===== src/video_column_pixel_decoder_defines.svh =====
// Assertion macros shared by the column pixel decoder modules
`ifndef VIDEO_COLUMN_PIXEL_DECODER_DEFINES_SVH
`define VIDEO_COLUMN_PIXEL_DECODER_DEFINES_SVH

`ifndef NO_ASSERTIONS
// Implication checked on the same edge
`define VCPD_ASSERT_NOW(label, ante, cons, msg) \
   label: assert property (@(posedge clock) disable iff (reset) (ante) |-> (cons)) \
      else $error(msg);
// Implication checked on the following edge
`define VCPD_ASSERT_NEXT(label, ante, cons, msg) \
   label: assert property (@(posedge clock) disable iff (reset) (ante) |=> (cons)) \
      else $error(msg);
`else
`define VCPD_ASSERT_NOW(label, ante, cons, msg)
`define VCPD_ASSERT_NEXT(label, ante, cons, msg)
`endif

`endif


===== src/vcpd_pkg.sv =====
// Types, register indexes and colour helpers of the column pixel decoder
package vcpd_pkg;

   localparam int unsigned CSR_INDEX_W = 3;
   localparam int unsigned CSR_DATA_W  = 64;

   // Register indexes on the configuration channel
   localparam logic [CSR_INDEX_W-1:0] CSR_VIDEO_MODE = 3'd0;
   localparam logic [CSR_INDEX_W-1:0] CSR_DEPTH_CODE = 3'd1;
   localparam logic [CSR_INDEX_W-1:0] CSR_ALT_TWO    = 3'd2;
   localparam logic [CSR_INDEX_W-1:0] CSR_ALT_FOUR   = 3'd3;
   localparam logic [CSR_INDEX_W-1:0] CSR_PALETTE    = 3'd4;
   localparam logic [CSR_INDEX_W-1:0] CSR_FIX_BIAS   = 3'd5;

   typedef enum logic [1:0] {
      MODE_PIXEL  = 2'd0,
      MODE_LPIXEL = 2'd1,
      MODE_CHAR   = 2'd2,
      MODE_ATTR   = 2'd3
   } mode_type;

   typedef struct packed {
      mode_type    video_mode;
      logic [1:0]  depth_code;
      logic        alt_two_enable;
      logic        alt_four_enable;
      logic [63:0] palette_low;
      logic [4:0]  fix_bias;
   } cfg_type;

   // One pixel on its way to the palette stage
   typedef struct packed {
      logic       direct;    // raw colour byte given as is (eight bits per pixel)
      logic [3:0] pal_index;
      logic [7:0] raw_byte;
      logic       last;
   } pix_type;

   typedef struct packed {
      logic [3:0] red;
      logic [3:0] green;
      logic [3:0] blue;
   } rgb_type;

   // Spread a raw colour byte over three 4-bit channels
   function automatic rgb_type colour_expand(input logic [7:0] s);
      rgb_type    c;
      logic [2:0] r3;
      logic [2:0] g3;
      logic [1:0] b2;
      r3 = {s[0], s[3], s[6]};
      g3 = {s[1], s[4], s[7]};
      b2 = {s[2], s[5]};
      c.red   = {r3, r3[2]};
      c.green = {g3, g3[2]};
      c.blue  = {b2, b2};
      return c;
   endfunction

endpackage


===== src/vcpd_if.sv =====
// Channel interfaces: column request, pixel response and register writes
interface vcpd_req_if;
   logic       valid;
   logic       ready;
   logic [7:0] first_byte;
   logic [7:0] second_byte;
   modport source (output valid, output first_byte, output second_byte, input ready);
   modport sink (input valid, input first_byte, input second_byte, output ready);
endinterface

interface vcpd_rsp_if;
   logic       valid;
   logic       ready;
   logic [3:0] red;
   logic [3:0] green;
   logic [3:0] blue;
   logic       last;
   modport source (output valid, output red, output green, output blue, output last,
                   input ready);
   modport sink (input valid, input red, input green, input blue, input last,
                 output ready);
endinterface

interface vcpd_csr_if;
   logic        valid;
   logic        ready;
   logic [2:0]  index;
   logic [63:0] data;
   modport source (output valid, output index, output data, input ready);
   modport sink (input valid, input index, input data, output ready);
endinterface


===== src/vcpd_csr.sv =====
// Configuration register file of the column pixel decoder
module vcpd_csr
   import vcpd_pkg::*;
(
   input  logic              clock,
   input  logic              reset,
   vcpd_csr_if.sink          csr_bus,
   output cfg_type           cfg
);

   cfg_type cfg_ff;
   cfg_type cfg_in;
   logic    wr_en;

   assign csr_bus.ready = 1'b1;
   assign wr_en         = csr_bus.valid && csr_bus.ready;

   // Decode the write; indexes beyond the list leave everything as is
   always_comb begin
      cfg_in = cfg_ff;
      if (wr_en) begin
         case (csr_bus.index)
            CSR_VIDEO_MODE: cfg_in.video_mode      = mode_type'(csr_bus.data[1:0]);
            CSR_DEPTH_CODE: cfg_in.depth_code      = csr_bus.data[1:0];
            CSR_ALT_TWO:    cfg_in.alt_two_enable  = csr_bus.data[0];
            CSR_ALT_FOUR:   cfg_in.alt_four_enable = csr_bus.data[0];
            CSR_PALETTE:    cfg_in.palette_low     = csr_bus.data;
            CSR_FIX_BIAS:   cfg_in.fix_bias        = csr_bus.data[4:0];
            default:        cfg_in = cfg_ff;
         endcase
      end
   end

   always_ff @(posedge clock) begin
      if (reset) begin
         cfg_ff <= '0;
      end else begin
         cfg_ff <= cfg_in;
      end
   end

   assign cfg = cfg_ff;

endmodule


===== src/vcpd_unpack.sv =====
// Column register and pixel counter: picks the palette index of each pixel
`include "video_column_pixel_decoder_defines.svh"
module vcpd_unpack
   import vcpd_pkg::*;
(
   input  logic     clock,
   input  logic     reset,
   input  cfg_type  cfg,
   vcpd_req_if.sink req_bus,
   output logic     pix_valid,
   input  logic     pix_ready,
   output pix_type  pix
);

   logic       busy_ff, busy_in;
   logic [7:0] a_ff, a_in;
   logic [7:0] b_ff, b_in;
   logic [3:0] k_ff, k_in;

   logic       req_fire;
   logic       pix_fire;
   logic       is_last;
   logic [3:0] last_k;
   logic [3:0] per_byte;
   logic [2:0] j;
   logic       byte_sel;
   logic [7:0] x;
   logic [7:0] xm;
   logic       base_two;
   logic       base_four;
   logic       attr_bit;

   // Pixel count of the column, less one
   always_comb begin
      case (cfg.video_mode)
         MODE_PIXEL:  last_k = 4'((5'd16 >> cfg.depth_code) - 5'd1);
         MODE_LPIXEL: last_k = 4'((5'd8 >> cfg.depth_code) - 5'd1);
         MODE_CHAR:   last_k = 4'((5'd8 >> cfg.depth_code) - 5'd1);
         default:     last_k = 4'd7;
      endcase
   end

   // Select the source byte and the pixel position within it
   always_comb begin
      per_byte = 4'd8 >> cfg.depth_code;
      j        = k_ff[2:0] & 3'(per_byte - 4'd1);
      byte_sel = (cfg.video_mode == MODE_PIXEL) && ((k_ff & per_byte) != 4'd0);
      x        = (cfg.video_mode == MODE_CHAR || byte_sel) ? b_ff : a_ff;
      xm       = x;
      base_two  = 1'b0;
      base_four = 1'b0;
      if (cfg.depth_code == 2'd0) begin
         if (cfg.video_mode == MODE_CHAR) begin
            base_two  = cfg.alt_two_enable && a_ff[7];
            base_four = cfg.alt_four_enable && a_ff[6];
         end else begin
            // alternate palette from the unmasked byte, then mask it
            base_two  = cfg.alt_two_enable && x[7];
            base_four = cfg.alt_four_enable && x[0];
            if (cfg.alt_two_enable) xm[0] = 1'b0;
            if (cfg.alt_four_enable) xm[7] = 1'b0;
         end
      end
      attr_bit = b_ff[~k_ff[2:0]];
   end

   // Form the palette index at the current depth
   always_comb begin
      pix.direct   = 1'b0;
      pix.raw_byte = xm;
      pix.last     = is_last;
      if (cfg.video_mode == MODE_ATTR) begin
         pix.pal_index = attr_bit ? a_ff[3:0] : a_ff[7:4];
      end else begin
         case (cfg.depth_code)
            2'd0: pix.pal_index = {1'b0, base_four, base_two, xm[~j]};
            2'd1: pix.pal_index = {2'b00, xm[{1'b0, ~j[1:0]}], xm[{1'b1, ~j[1:0]}]};
            2'd2: pix.pal_index = j[0] ? {xm[0], xm[4], xm[2], xm[6]}
                                       : {xm[1], xm[5], xm[3], xm[7]};
            default: begin
               pix.pal_index = 4'd0;
               pix.direct    = 1'b1;
            end
         endcase
      end
   end

   assign is_last       = (k_ff == last_k);
   assign pix_valid     = busy_ff;
   assign pix_fire      = busy_ff && pix_ready;
   assign req_bus.ready = !busy_ff || (pix_ready && is_last);
   assign req_fire      = req_bus.valid && req_bus.ready;

   // Load a new request or advance through the pixels of the current one
   always_comb begin
      busy_in = busy_ff;
      a_in    = a_ff;
      b_in    = b_ff;
      k_in    = k_ff;
      if (req_fire) begin
         busy_in = 1'b1;
         a_in    = req_bus.first_byte;
         b_in    = req_bus.second_byte;
         k_in    = 4'd0;
      end else if (pix_fire) begin
         if (is_last) begin
            busy_in = 1'b0;
         end else begin
            k_in = k_ff + 4'd1;
         end
      end
   end

   always_ff @(posedge clock) begin
      if (reset) begin
         busy_ff <= 1'b0;
         k_ff    <= 4'd0;
      end else begin
         busy_ff <= busy_in;
         k_ff    <= k_in;
      end
   end

   always_ff @(posedge clock) begin
      a_ff <= a_in;
      b_ff <= b_in;
   end

   `VCPD_ASSERT_NEXT(a_load_restarts, req_fire, busy_ff && k_ff == 4'd0, "request load did not restart the pixel count")
   `VCPD_ASSERT_NEXT(a_stall_holds, busy_ff && !pix_ready && !req_fire, $stable(k_ff) && busy_ff, "pixel count moved while stalled")
   `VCPD_ASSERT_NEXT(a_last_frees, pix_fire && is_last && !req_fire, !busy_ff, "column not released after its final pixel")
   `VCPD_ASSERT_NOW(a_count_range, busy_ff, k_ff <= last_k, "pixel count beyond the end of the column")

endmodule


===== src/vcpd_palette.sv =====
// Palette lookup, colour expansion and the response register
`include "video_column_pixel_decoder_defines.svh"
module vcpd_palette
   import vcpd_pkg::*;
(
   input  logic      clock,
   input  logic      reset,
   input  cfg_type   cfg,
   input  logic      pix_valid,
   output logic      pix_ready,
   input  pix_type   pix,
   vcpd_rsp_if.source rsp_bus
);

   logic       out_valid_ff, out_valid_in;
   rgb_type    rgb_ff, rgb_in;
   logic       last_ff, last_in;
   logic [7:0] raw;
   logic       load;

   // Look up the raw colour byte
   always_comb begin
      if (pix.direct) begin
         raw = pix.raw_byte;
      end else if (pix.pal_index[3]) begin
         raw = {cfg.fix_bias, pix.pal_index[2:0]};
      end else begin
         raw = cfg.palette_low[{pix.pal_index[2:0], 3'b000} +: 8];
      end
   end

   assign pix_ready = !out_valid_ff || rsp_bus.ready;
   assign load      = pix_valid && pix_ready;

   // Refill the response register whenever it drains
   always_comb begin
      out_valid_in = out_valid_ff;
      rgb_in       = rgb_ff;
      last_in      = last_ff;
      if (pix_ready) begin
         out_valid_in = pix_valid;
      end
      if (load) begin
         rgb_in  = colour_expand(raw);
         last_in = pix.last;
      end
   end

   always_ff @(posedge clock) begin
      if (reset) begin
         out_valid_ff <= 1'b0;
      end else begin
         out_valid_ff <= out_valid_in;
      end
   end

   always_ff @(posedge clock) begin
      rgb_ff  <= rgb_in;
      last_ff <= last_in;
   end

   assign rsp_bus.valid = out_valid_ff;
   assign rsp_bus.red   = rgb_ff.red;
   assign rsp_bus.green = rgb_ff.green;
   assign rsp_bus.blue  = rgb_ff.blue;
   assign rsp_bus.last  = last_ff;

   `VCPD_ASSERT_NEXT(a_load_shows, load, out_valid_ff, "loaded pixel not presented")
   `VCPD_ASSERT_NEXT(a_held_kept, out_valid_ff && !rsp_bus.ready, out_valid_ff && $stable(last_ff), "waiting pixel lost")
   `VCPD_ASSERT_NOW(a_direct_mode, pix_valid && pix.direct, cfg.depth_code == 2'd3 && cfg.video_mode != MODE_ATTR, "direct colour outside eight-bit depth")

endmodule


===== src/video_column_pixel_decoder.sv =====
// Top level of the column pixel decoder
// A request's first pixel passes the column register, then the response register.
// Throughput: one pixel per cycle unless the response stalls; a column has 1 to 16 pixels;
// the single pixel path from the column register to the response register sets this.
// The next request is taken on the edge that moves a column's final pixel to the response.
// Reset (synchronous, active high) empties the pipeline and zeroes the configuration.
module video_column_pixel_decoder
   import vcpd_pkg::*;
(
   input  logic       clock,
   input  logic       reset,
   vcpd_req_if.sink   req_bus,
   vcpd_rsp_if.source rsp_bus,
   vcpd_csr_if.sink   csr_bus
);

   cfg_type cfg;
   logic    pix_valid;
   logic    pix_ready;
   pix_type pix;

   vcpd_csr u_csr (
      .clock   (clock),
      .reset   (reset),
      .csr_bus (csr_bus),
      .cfg     (cfg)
   );

   vcpd_unpack u_unpack (
      .clock     (clock),
      .reset     (reset),
      .cfg       (cfg),
      .req_bus   (req_bus),
      .pix_valid (pix_valid),
      .pix_ready (pix_ready),
      .pix       (pix)
   );

   vcpd_palette u_palette (
      .clock     (clock),
      .reset     (reset),
      .cfg       (cfg),
      .pix_valid (pix_valid),
      .pix_ready (pix_ready),
      .pix       (pix),
      .rsp_bus   (rsp_bus)
   );

endmodule


===== src/flat_wrapper.sv =====
// flat-port wrapper written by rule: the top's interface ports become plain ports
module video_column_pixel_decoder_flat import vcpd_pkg::*;
  (clock, reset, req_bus_valid, req_bus_first_byte, req_bus_second_byte, req_bus_ready, rsp_bus_valid, rsp_bus_red, rsp_bus_green, rsp_bus_blue, rsp_bus_last, rsp_bus_ready, csr_bus_valid, csr_bus_index, csr_bus_data, csr_bus_ready);
  vcpd_req_if req_bus_i ();
  vcpd_rsp_if rsp_bus_i ();
  vcpd_csr_if csr_bus_i ();
  input  logic clock;
  input  logic reset;
  input wire logic [$bits(req_bus_i.valid)-1:0] req_bus_valid;
  input wire logic [$bits(req_bus_i.first_byte)-1:0] req_bus_first_byte;
  input wire logic [$bits(req_bus_i.second_byte)-1:0] req_bus_second_byte;
  output wire logic [$bits(req_bus_i.ready)-1:0] req_bus_ready;
  output wire logic [$bits(rsp_bus_i.valid)-1:0] rsp_bus_valid;
  output wire logic [$bits(rsp_bus_i.red)-1:0] rsp_bus_red;
  output wire logic [$bits(rsp_bus_i.green)-1:0] rsp_bus_green;
  output wire logic [$bits(rsp_bus_i.blue)-1:0] rsp_bus_blue;
  output wire logic [$bits(rsp_bus_i.last)-1:0] rsp_bus_last;
  input wire logic [$bits(rsp_bus_i.ready)-1:0] rsp_bus_ready;
  input wire logic [$bits(csr_bus_i.valid)-1:0] csr_bus_valid;
  input wire logic [$bits(csr_bus_i.index)-1:0] csr_bus_index;
  input wire logic [$bits(csr_bus_i.data)-1:0] csr_bus_data;
  output wire logic [$bits(csr_bus_i.ready)-1:0] csr_bus_ready;
  assign req_bus_i.valid = req_bus_valid;
  assign req_bus_i.first_byte = req_bus_first_byte;
  assign req_bus_i.second_byte = req_bus_second_byte;
  assign req_bus_ready = req_bus_i.ready;
  assign rsp_bus_valid = rsp_bus_i.valid;
  assign rsp_bus_red = rsp_bus_i.red;
  assign rsp_bus_green = rsp_bus_i.green;
  assign rsp_bus_blue = rsp_bus_i.blue;
  assign rsp_bus_last = rsp_bus_i.last;
  assign rsp_bus_i.ready = rsp_bus_ready;
  assign csr_bus_i.valid = csr_bus_valid;
  assign csr_bus_i.index = csr_bus_index;
  assign csr_bus_i.data = csr_bus_data;
  assign csr_bus_ready = csr_bus_i.ready;
  video_column_pixel_decoder u_core (.clock(clock), .reset(reset), .req_bus(req_bus_i), .rsp_bus(rsp_bus_i), .csr_bus(csr_bus_i));
endmodule

===== config.mk =====
export PLATFORM = sky130hd
export DESIGN_NAME = video_column_pixel_decoder_flat
export DESIGN_NICKNAME = d
export VERILOG_FILES = /design/src/vcpd_pkg.sv /design/src/vcpd_if.sv /design/src/vcpd_csr.sv /design/src/vcpd_unpack.sv /design/src/vcpd_palette.sv /design/src/video_column_pixel_decoder.sv /design/src/flat_wrapper.sv
export VERILOG_INCLUDE_DIRS = /design/src /design/src/src
export SDC_FILE = /design/constraint.sdc
export NUM_CORES = 1
export LEC_CHECK = 0
export BUFFER_PORTS_ARGS = -buffer_cell sky130_fd_sc_hd__clkbuf_2
export CAP_MARGIN = 5
export CELL_PAD_IN_SITES_DETAIL_PLACEMENT = 2
export CELL_PAD_IN_SITES_GLOBAL_PLACEMENT = 2
export CORE_MARGIN = 4
export CORE_UTILIZATION = 33
export CTS_CLUSTER_SIZE = 16
export DETAILED_ROUTE_END_ITERATION = 8
export GPL_TIMING_DRIVEN = 0
export PLACE_DENSITY_LB_ADDON = 0.1
export SYNTH_ARGS = -nofsm -noshare
export SYNTH_HDL_FRONTEND = slang
export SYNTH_SLANG_ARGS = --single-unit

===== constraint.sdc =====
create_clock -name clock -period 3.5 [get_ports clock]
set_input_delay 0.525 -clock clock [delete_from_list [all_inputs] [get_ports clock]]
set_output_delay 0.525 -clock clock [all_outputs]
set_load 0.05 [all_outputs]

=== After elaboration in Yosys (flattened, before gate mapping) ===
Cells that the tools add are included.
Widths: inputs -> output; s select.

* Register bits after elaboration: 110
* Latch bits: 0
* RAM bits: 0
* Bits in read-only memories: 0
* Output and inout bits: 16
* Memories kept: 0

* $add $sub $neg: 4
* Multiply operators: 0
* Div/mod/pow operators: 0
* Magnitude comparators: 4
* Equality and inequality tests: 11
* Shift-type cells: 4
* Mux-type cells: 29
* Bitwise gates (word level): 6
* Reduce and logical (&&, ||, !) cells: 30

{| class="wikitable"
|+ Operators by type and width
! operator !! count
|-
| $shiftx 64x7->8 || 1
|-
| $mux 8 || 3
|-
| $mux 1 || 17
|-
| $reduce_and 2->1 || 8
|-
| $lt 3x4->1 const B || 3
|-
| $mux 4 || 3
|-
| $pmux 4 s3 || 1
|-
| $logic_and 1x1->1 || 8
|-
| $pmux 4 s2 || 1
|-
| $shr 4x2->4 const A || 2
|-
| $sub 4x1->4 const B || 2
|-
| $bmux 1 s3 || 2
|-
| $eq 2x2->1 const B || 3
|-
| $eq 3x2->1 const B || 2
|-
| $eq 3x3->1 const B || 2
|-
| $not 3->3 || 2
|-
| $shr 5x2->4 const A || 1
|-
| $add 4x1->4 const B || 1
|-
| $and 4x4->4 || 1
|-
| $bmux 1 s2 || 2
|-
| $eq 2x1->1 const B || 2
|-
| $eq 4x4->1 || 1
|-
| $logic_not 2->1 || 2
|-
| $lt 2x4->1 const B || 1
|-
| 12 further kinds || 17
|}

=== Depth between registers and ports, before layout ===
* Depth after elaboration: 16
* Mapped depth: 15

=== Modules after synthesis ===
A second synthesis with hierarchy kept.

* Cell total of the unflattened synthesis: 573
* Area, all modules: 6,030.8 um^2

{| class="wikitable"
|+ Modules (own cells, without submodules)
! module !! instances !! cells each !! area an instance (um^2) !! sequential area each (um^2)
|-
| vcpd_csr || 1 || 319 || 3,329.4 || 1,501.4
|-
| vcpd_unpack || 1 || 162 || 1,657.8 || 580.6
|-
| vcpd_palette || 1 || 92 || 1,043.5 || 290.3
|}

=== Least setup slack after synthesis ===
No wires, ideal clock.

* Kind: register to register
* Start: register u_core.u_csr.cfg_ff (netlist bit u_core.u_csr.cfg[72])
* End: register u_core.u_unpack.k_ff[0]
* Setup time: 0.115 ns
* Arrival time: 3.832 ns
* Data required time: 3.385 ns
* Slack: -0.447 ns
* Cell stages (with the launch flop): 13
* Period minus slack after synthesis: 3.947 ns
* Cell sequence: dfxtp_1 -> buf_4 -> clkbuf_1 -> nand3_1 -> ha_1 -> xnor2_1 -> mux2i_1 -> o22ai_1 -> o21ai_0 -> o21ai_0 -> and2_1 -> or2_2 -> nor2_1

* Word-level cells in the longest chain between the ends: 8

{| class="wikitable"
|+ Ends and longest elaborated chain
! item !! line !! text
|-
| start, declared || vcpd_csr.sv:11 || <nowiki>cfg_type cfg_ff;</nowiki>
|-
| start signal, assigned || vcpd_csr.sv:38 || <nowiki>cfg_ff <= cfg_in;</nowiki>
|-
| $shr 4x2->4 / $shr 5x2->4 (equally long branches) || vcpd_unpack.sv:37, vcpd_unpack.sv:38, vcpd_unpack.sv:36 ||
|-
| $sub 4x1->4, on equally long branches || vcpd_unpack.sv:37, vcpd_unpack.sv:38, vcpd_unpack.sv:36 ||
|-
| $pmux 4 s2 (*) || vcpd_unpack.sv:35 || <nowiki>case (cfg.video_mode)</nowiki>
|-
| $eq 4x4->1 (*) || vcpd_unpack.sv:88 || <nowiki>assign is_last = (k_ff == last_k);</nowiki>
|-
| $logic_and 1x1->1 (*) || vcpd_unpack.sv:91 || <nowiki>assign req_bus.ready = !busy_ff || (pix_ready && is_last);</nowiki>
|-
| $logic_or 1x1->1 (*) || vcpd_unpack.sv:91 ||
|-
| named net req_bus_ready || flat_wrapper.sv:12 || <nowiki>output wire logic [$bits(req_bus_i.ready)-1:0] req_bus_ready;</nowiki>
|-
| $logic_and 1x1->1 (*) || vcpd_unpack.sv:92 || <nowiki>assign req_fire = req_bus.valid && req_bus.ready;</nowiki>
|-
| $reduce_or 2->1 (no source line) (*) || - ||
|-
| end signal, assigned || vcpd_unpack.sv:120 || <nowiki>k_ff <= k_in;</nowiki>
|-
| end, declared || vcpd_unpack.sv:18 || <nowiki>logic [3:0] k_ff, k_in;</nowiki>
|}

The timed path passes the listed nets; every way through them passes the cells marked *.
A chain may end at the register's enable or synchronous reset.

=== Worst setup path in the final report ===
* Start: register u_core.u_csr.cfg_ff (netlist bit u_core.u_csr.cfg[71])
* End: register u_core.u_palette.rgb_ff (netlist bit u_core.u_palette.rsp_bus.green[2]), data pin

* Word-level cells in the longest chain between the ends: 16

{| class="wikitable"
|+ Ends and longest elaborated chain
! item !! line !! text
|-
| $shr 4x2->4 || vcpd_unpack.sv:45 || <nowiki>per_byte = 4'd8 >> cfg.depth_code;</nowiki>
|-
| $and 4x4->4 || vcpd_unpack.sv:47 || <nowiki>byte_sel = (cfg.video_mode == MODE_PIXEL) && ((k_ff & per_byte) != 4'd0);</nowiki>
|-
| $reduce_bool 4->1 || vcpd_unpack.sv:47 ||
|-
| $logic_and 1x1->1 || vcpd_unpack.sv:47 ||
|-
| $logic_or 1x1->1 || vcpd_unpack.sv:48 || <nowiki>x = (cfg.video_mode == MODE_CHAR || byte_sel) ? b_ff : a_ff;</nowiki>
|-
| $mux 8 || vcpd_unpack.sv:48 ||
|-
| $mux 1, on equally long branches || vcpd_unpack.sv:60, vcpd_unpack.sv:61 ||
|-
| $mux 1 || vcpd_unpack.sv:53 || <nowiki>if (cfg.video_mode == MODE_CHAR) begin</nowiki>
|-
| $mux 1 || vcpd_unpack.sv:52 || <nowiki>if (cfg.depth_code == 2'd0) begin</nowiki>
|-
| $bmux 1 s3 / $bmux 1 s2 (equally long branches) || vcpd_unpack.sv:76, vcpd_unpack.sv:77 ||
|-
| $mux 1, on equally long branches || vcpd_unpack.sv:76, vcpd_unpack.sv:77 ||
|-
| $pmux 4 s3 || vcpd_unpack.sv:75 || <nowiki>case (cfg.depth_code)</nowiki>
|-
| $mux 4 || vcpd_unpack.sv:72 || <nowiki>if (cfg.video_mode == MODE_ATTR) begin</nowiki>
|-
| $shiftx 64x7->8 || vcpd_palette.sv:28 || <nowiki>raw = cfg.palette_low[{pix.pal_index[2:0], 3'b000} +: 8];</nowiki>
|-
| $mux 8 || vcpd_palette.sv:25 || <nowiki>end else if (pix.pal_index[3]) begin</nowiki>
|-
| $mux 8 (*) || vcpd_palette.sv:23 || <nowiki>if (pix.direct) begin</nowiki>
|-
| named net u_core.u_palette.raw[4] || vcpd_palette.sv:18 || <nowiki>logic [7:0] raw;</nowiki>
|-
| end signal, assigned || vcpd_palette.sv:58 || <nowiki>rgb_ff <= rgb_in;</nowiki>
|-
| end, declared || vcpd_palette.sv:16 || <nowiki>rgb_type rgb_ff, rgb_in;</nowiki>
|}

The timed path passes the listed nets; every way through them passes the cells marked *. The select of a mux whose other input is x is not followed.

==> flow_metrics.env <==
export IMPL_grt_usage_pct=21.80
export IMPL_route_detailed_drc=0
export IMPL_antenna_left=0
export IMPL_root_buffer="clkbuf_16"
export IMPL_clkPwrFrac_pct=37.0
export IMPL_ys_ff_latch=106
export IMPL_arrival_ns=3.57
export IMPL_port_buffers=99
export IMPL_slowest_stage="a221oi_4"
export IMPL_netlist_instances=636
export IMPL_clk_latency_ns=0.35
export IMPL_yosysWarnings=0
export IMPL_hold_class="primary input to register"
export IMPL_fin_crit_ns=3.514
export IMPL_p_leak_nw=2.767
export IMPL_h_tree_depth=3
export IMPL_setup_tns_ns=-0.01728
export IMPL_fin_ws_ns=-0.01426
export IMPL_drt_iter0_markers=201
export IMPL_skew_ns=0.008307
export IMPL_fp_row_count=47
export IMPL_cp_common_cell="buf_6"
export IMPL_layoutNonFillerInstCount=998
export IMPL_grt_start_max_net_pins=19
export IMPL_finalWeightedCongestion=0.8781
export IMPL_powerDensity_nw_per_um2=401.5
export IMPL_die_w_um=137.4
export IMPL_numCtsBuffers=9
export IMPL_syn_to_final_growth_pct=30.48
export IMPL_p_sw_mw=0.8027
export IMPL_syn_cell_area_um2=5522
export IMPL_dr_pass1_iters=4
export IMPL_async_flop_share_pct=0
export IMPL_dp_hpwl_um=15480
export IMPL_ir_drop_mv=0.2054
export IMPL_dieArea_um2=18870
export IMPL_dieHeight_um=137.4
export IMPL_cellInternalPower_mw=2.090
export IMPL_required_ns=3.56
export IMPL_path_max_fanout=7
export IMPL_violations="negative setup slack"
export IMPL_power_frac_seq_pct=46.0
export IMPL_pin_count=104
export IMPL_core_area_um2=16470
export IMPL_setup_viol=2
export IMPL_ys_types=63
export IMPL_cts_buffer_depth=2
export IMPL_cp_end_kind="register"
export IMPL_cp_cell_sequence="buf_6 -> mux2_4 -> a221oi_4 -> buf_6 -> mux2i_4 -> a211oi_2 -> nand4_1 -> o211ai_2 -> buf_6 -> buf_6 -> mux2_4 -> o211ai_1 -> a32oi_1"
export IMPL_path_class="register to register"
export IMPL_synth_nets=730
export IMPL_fillers=1844
export IMPL_relSlewSlack_pct=27.02
export IMPL_slew_violations=0
export IMPL_wl_um=21210
export IMPL_fin_crit_sh_pct=100.4
export IMPL_place_inst=955
export IMPL_grt_overflow=0
export IMPL_worstSetupStartpointType="register"
export IMPL_rsz0062_at_grt="true"
export IMPL_placed_cell_area_um2=6296
export IMPL_finalHoldViolations=0
export IMPL_seq_area_frac_synth_pct=42.96
export IMPL_clk_pin_slew_ns=0.07
export IMPL_grt_pass1_vias=5586
export IMPL_critical_path_max_stage_delay_ns=0.39
export IMPL_grt_pass1_wl_um=31150
export IMPL_grt_antenna_before_repair=0
export IMPL_reg2reg_slack_ns=-0.01
export IMPL_n_antenna_cell=0
export IMPL_num_nets_final=867
export IMPL_synth_area_per_cell_um2=8.682
export IMPL_max_cap_violations=0
export IMPL_pwr_share_comb_pct=17.0
export IMPL_synth_edf_count=25
export IMPL_max_freq_mhz=284.6
export IMPL_postLayoutCellArea_um2=7204
export IMPL_whs_ns=0.3476
export IMPL_start_util_pct=33.53
export IMPL_wire_per_inst_um=21.25
export IMPL_status="finished with violations"
export IMPL_vias_per_cell=5.208
export IMPL_worstMarginPinSlew_ns=1.091
export IMPL_synth_flop_cell="dfxtp_1"
export IMPL_num_vias=5198
export IMPL_swShare_pct=27.75
export IMPL_cts_tree="done"
export IMPL_cts_sinks=106
export IMPL_drive_gt1_share_pct=30.33
## cells by family after synthesis
kind of cell    synth area share, %
other cells                 0.06792
buf+inv                       4.985
compound gates                16.41
mux                           12.28
xor+xnor                      1.110
simple gates                  20.82
flops                         42.96
fa+ha+maj                     1.360
## worst paths after layout
| kind | start | endpoint | cells after the start |
|---|---|---|---|
| hold / removal | req_bus_second_byte[5] | u_core.u_unpack.b_ff[5] | 1 |
| setup / recovery | u_core.u_csr.cfg[71] | u_core.u_palette.rsp_bus.green[2] | 13 |
| hold reg to reg | u_core.u_csr.cfg[43] | u_core.u_csr.cfg[43] | 2 |
| setup reg to reg | u_core.u_csr.cfg[71] | u_core.u_palette.rsp_bus.green[2] | 13 |
## critical path, delay by kind of cell, from the launching register on
kind,cells,cell delay (ns)
AO/OA/AOI/OAI,5,1.35
multiplexers,3,0.77
buffers and inverters,4,0.62
flip-flops,1,0.33
AND/OR/NAND/NOR,1,0.16
## cells in the final DEF (no fill, tap or decap), types with 6 or more instances in the layout
cell	n
a211oi_1	8
mux2i_4	10
nand2b_1	9
a21oi_1	79
nand3_1	7
dfxtp_2	6
nor2_1	35
clkbuf_1	27
edfxtp_1	25
clkbuf_2	102
clkbuf_16	10
mux2i_1	33
dfxtp_1	75
buf_4	28
o21ai_0	7
nor2b_1	10
nand2_1	155
buf_6	8
mux2i_2	9
## synthesized netlist by cell type (all sizes together) (5+ instances only)
| library cell | instances | area [µm²] |
|---|---|---|
| a21oi | 81 | 405.4 |
| a211oi | 13 | 97.59 |
| nor2 | 36 | 135.1 |
| nand4 | 5 | 31.28 |
| nand2b | 10 | 70.06 |
| edfxtp | 25 | 750.7 |
| mux2 | 9 | 108.9 |
| dfxtp | 81 | 1622 |
| o21ai | 10 | 50.05 |
| nand2 | 155 | 581.8 |
| and2 | 5 | 31.28 |
| buf | 16 | 132.6 |
| ha | 6 | 75.07 |
| nor2b | 13 | 81.33 |
| inv | 6 | 22.52 |
| clkbuf | 32 | 120.1 |
| o211ai | 5 | 42.54 |
| nor3b | 6 | 50.05 |
| mux2i | 52 | 520.5 |
| nand3 | 7 | 35.03 |
## final cells by class
type	count	area (µm²)	share of cell area [%]
clock buffer	10	239.0	3.317
sequential	106	2380	33.03
clock inverter	6	70.07	0.9726
timing repair buffer	126	733.2	10.18
tap	220	275.3	3.821
inverter	6	22.52	0.3126
multi-input combinational	476	3206	44.49
buffer	48	279.0	3.873
## registers in the layout, indices dropped and copies added, names as in the netlist
register                        cells
u_core.u_palette.rsp_bus.red        3
u_core.u_palette.rsp_bus.green      3
u_core.u_unpack.b_ff                8
u_core.u_palette.rsp_bus.valid      1
u_core.u_palette.rsp_bus.last       1
u_core.u_csr.cfg                   75
u_core.u_palette.rsp_bus.blue       2
u_core.u_unpack.k_ff                4
u_core.u_unpack.a_ff                8
u_core.u_unpack.pix_valid           1
## timing repair
item,CTS,global route
pin swaps,7,16
resized for setup,42,49
setup buffers,6,21
hold buffers,0,0
endpoints found under the setup margin,29,9
gates cloned,0,1
## per-layer routing
layer,wire length [µm],vias to the layer above,GRT usage (%)
met4,610,0,6.874
met5,0,-,0
met3,717,36,4.054
met1,8609,2556,25.33
li1,-,2497,-
met2,11270,109,40.30
## per-stage QoR
| step | utilization, % | power (mW) | worst slack [ns] |
|---|---|---|---|
| 6_report | 43.75 | 2.892 | -0.01426 |
| 5_1_grt | 43.75 | 3.009 | -0.1305 |
| 4_1_cts | 41.32 | 2.856 | -0.04205 |
| 3_5_place_dp | 38.24 | 1.753 | -0.7282 |
| 3_3_place_gp | 38.24 | 1.741 | -0.6153 |
| 2_1_floorplan | - | 1.598 | 0.2593 |
## power groups by stage
stage	Clock, mW	Combinational (mW)	Sequential, mW
5_1_grt	1.15	0.524	1.34
4_1_cts	1.10	0.426	1.33
3_3_place_gp	0	0.387	1.35
6_report	1.07	0.491	1.33
3_5_place_dp	0	0.398	1.36
2_1_floorplan	0	0.233	1.37
No activity file was read; power rests on OpenSTA's default activity.
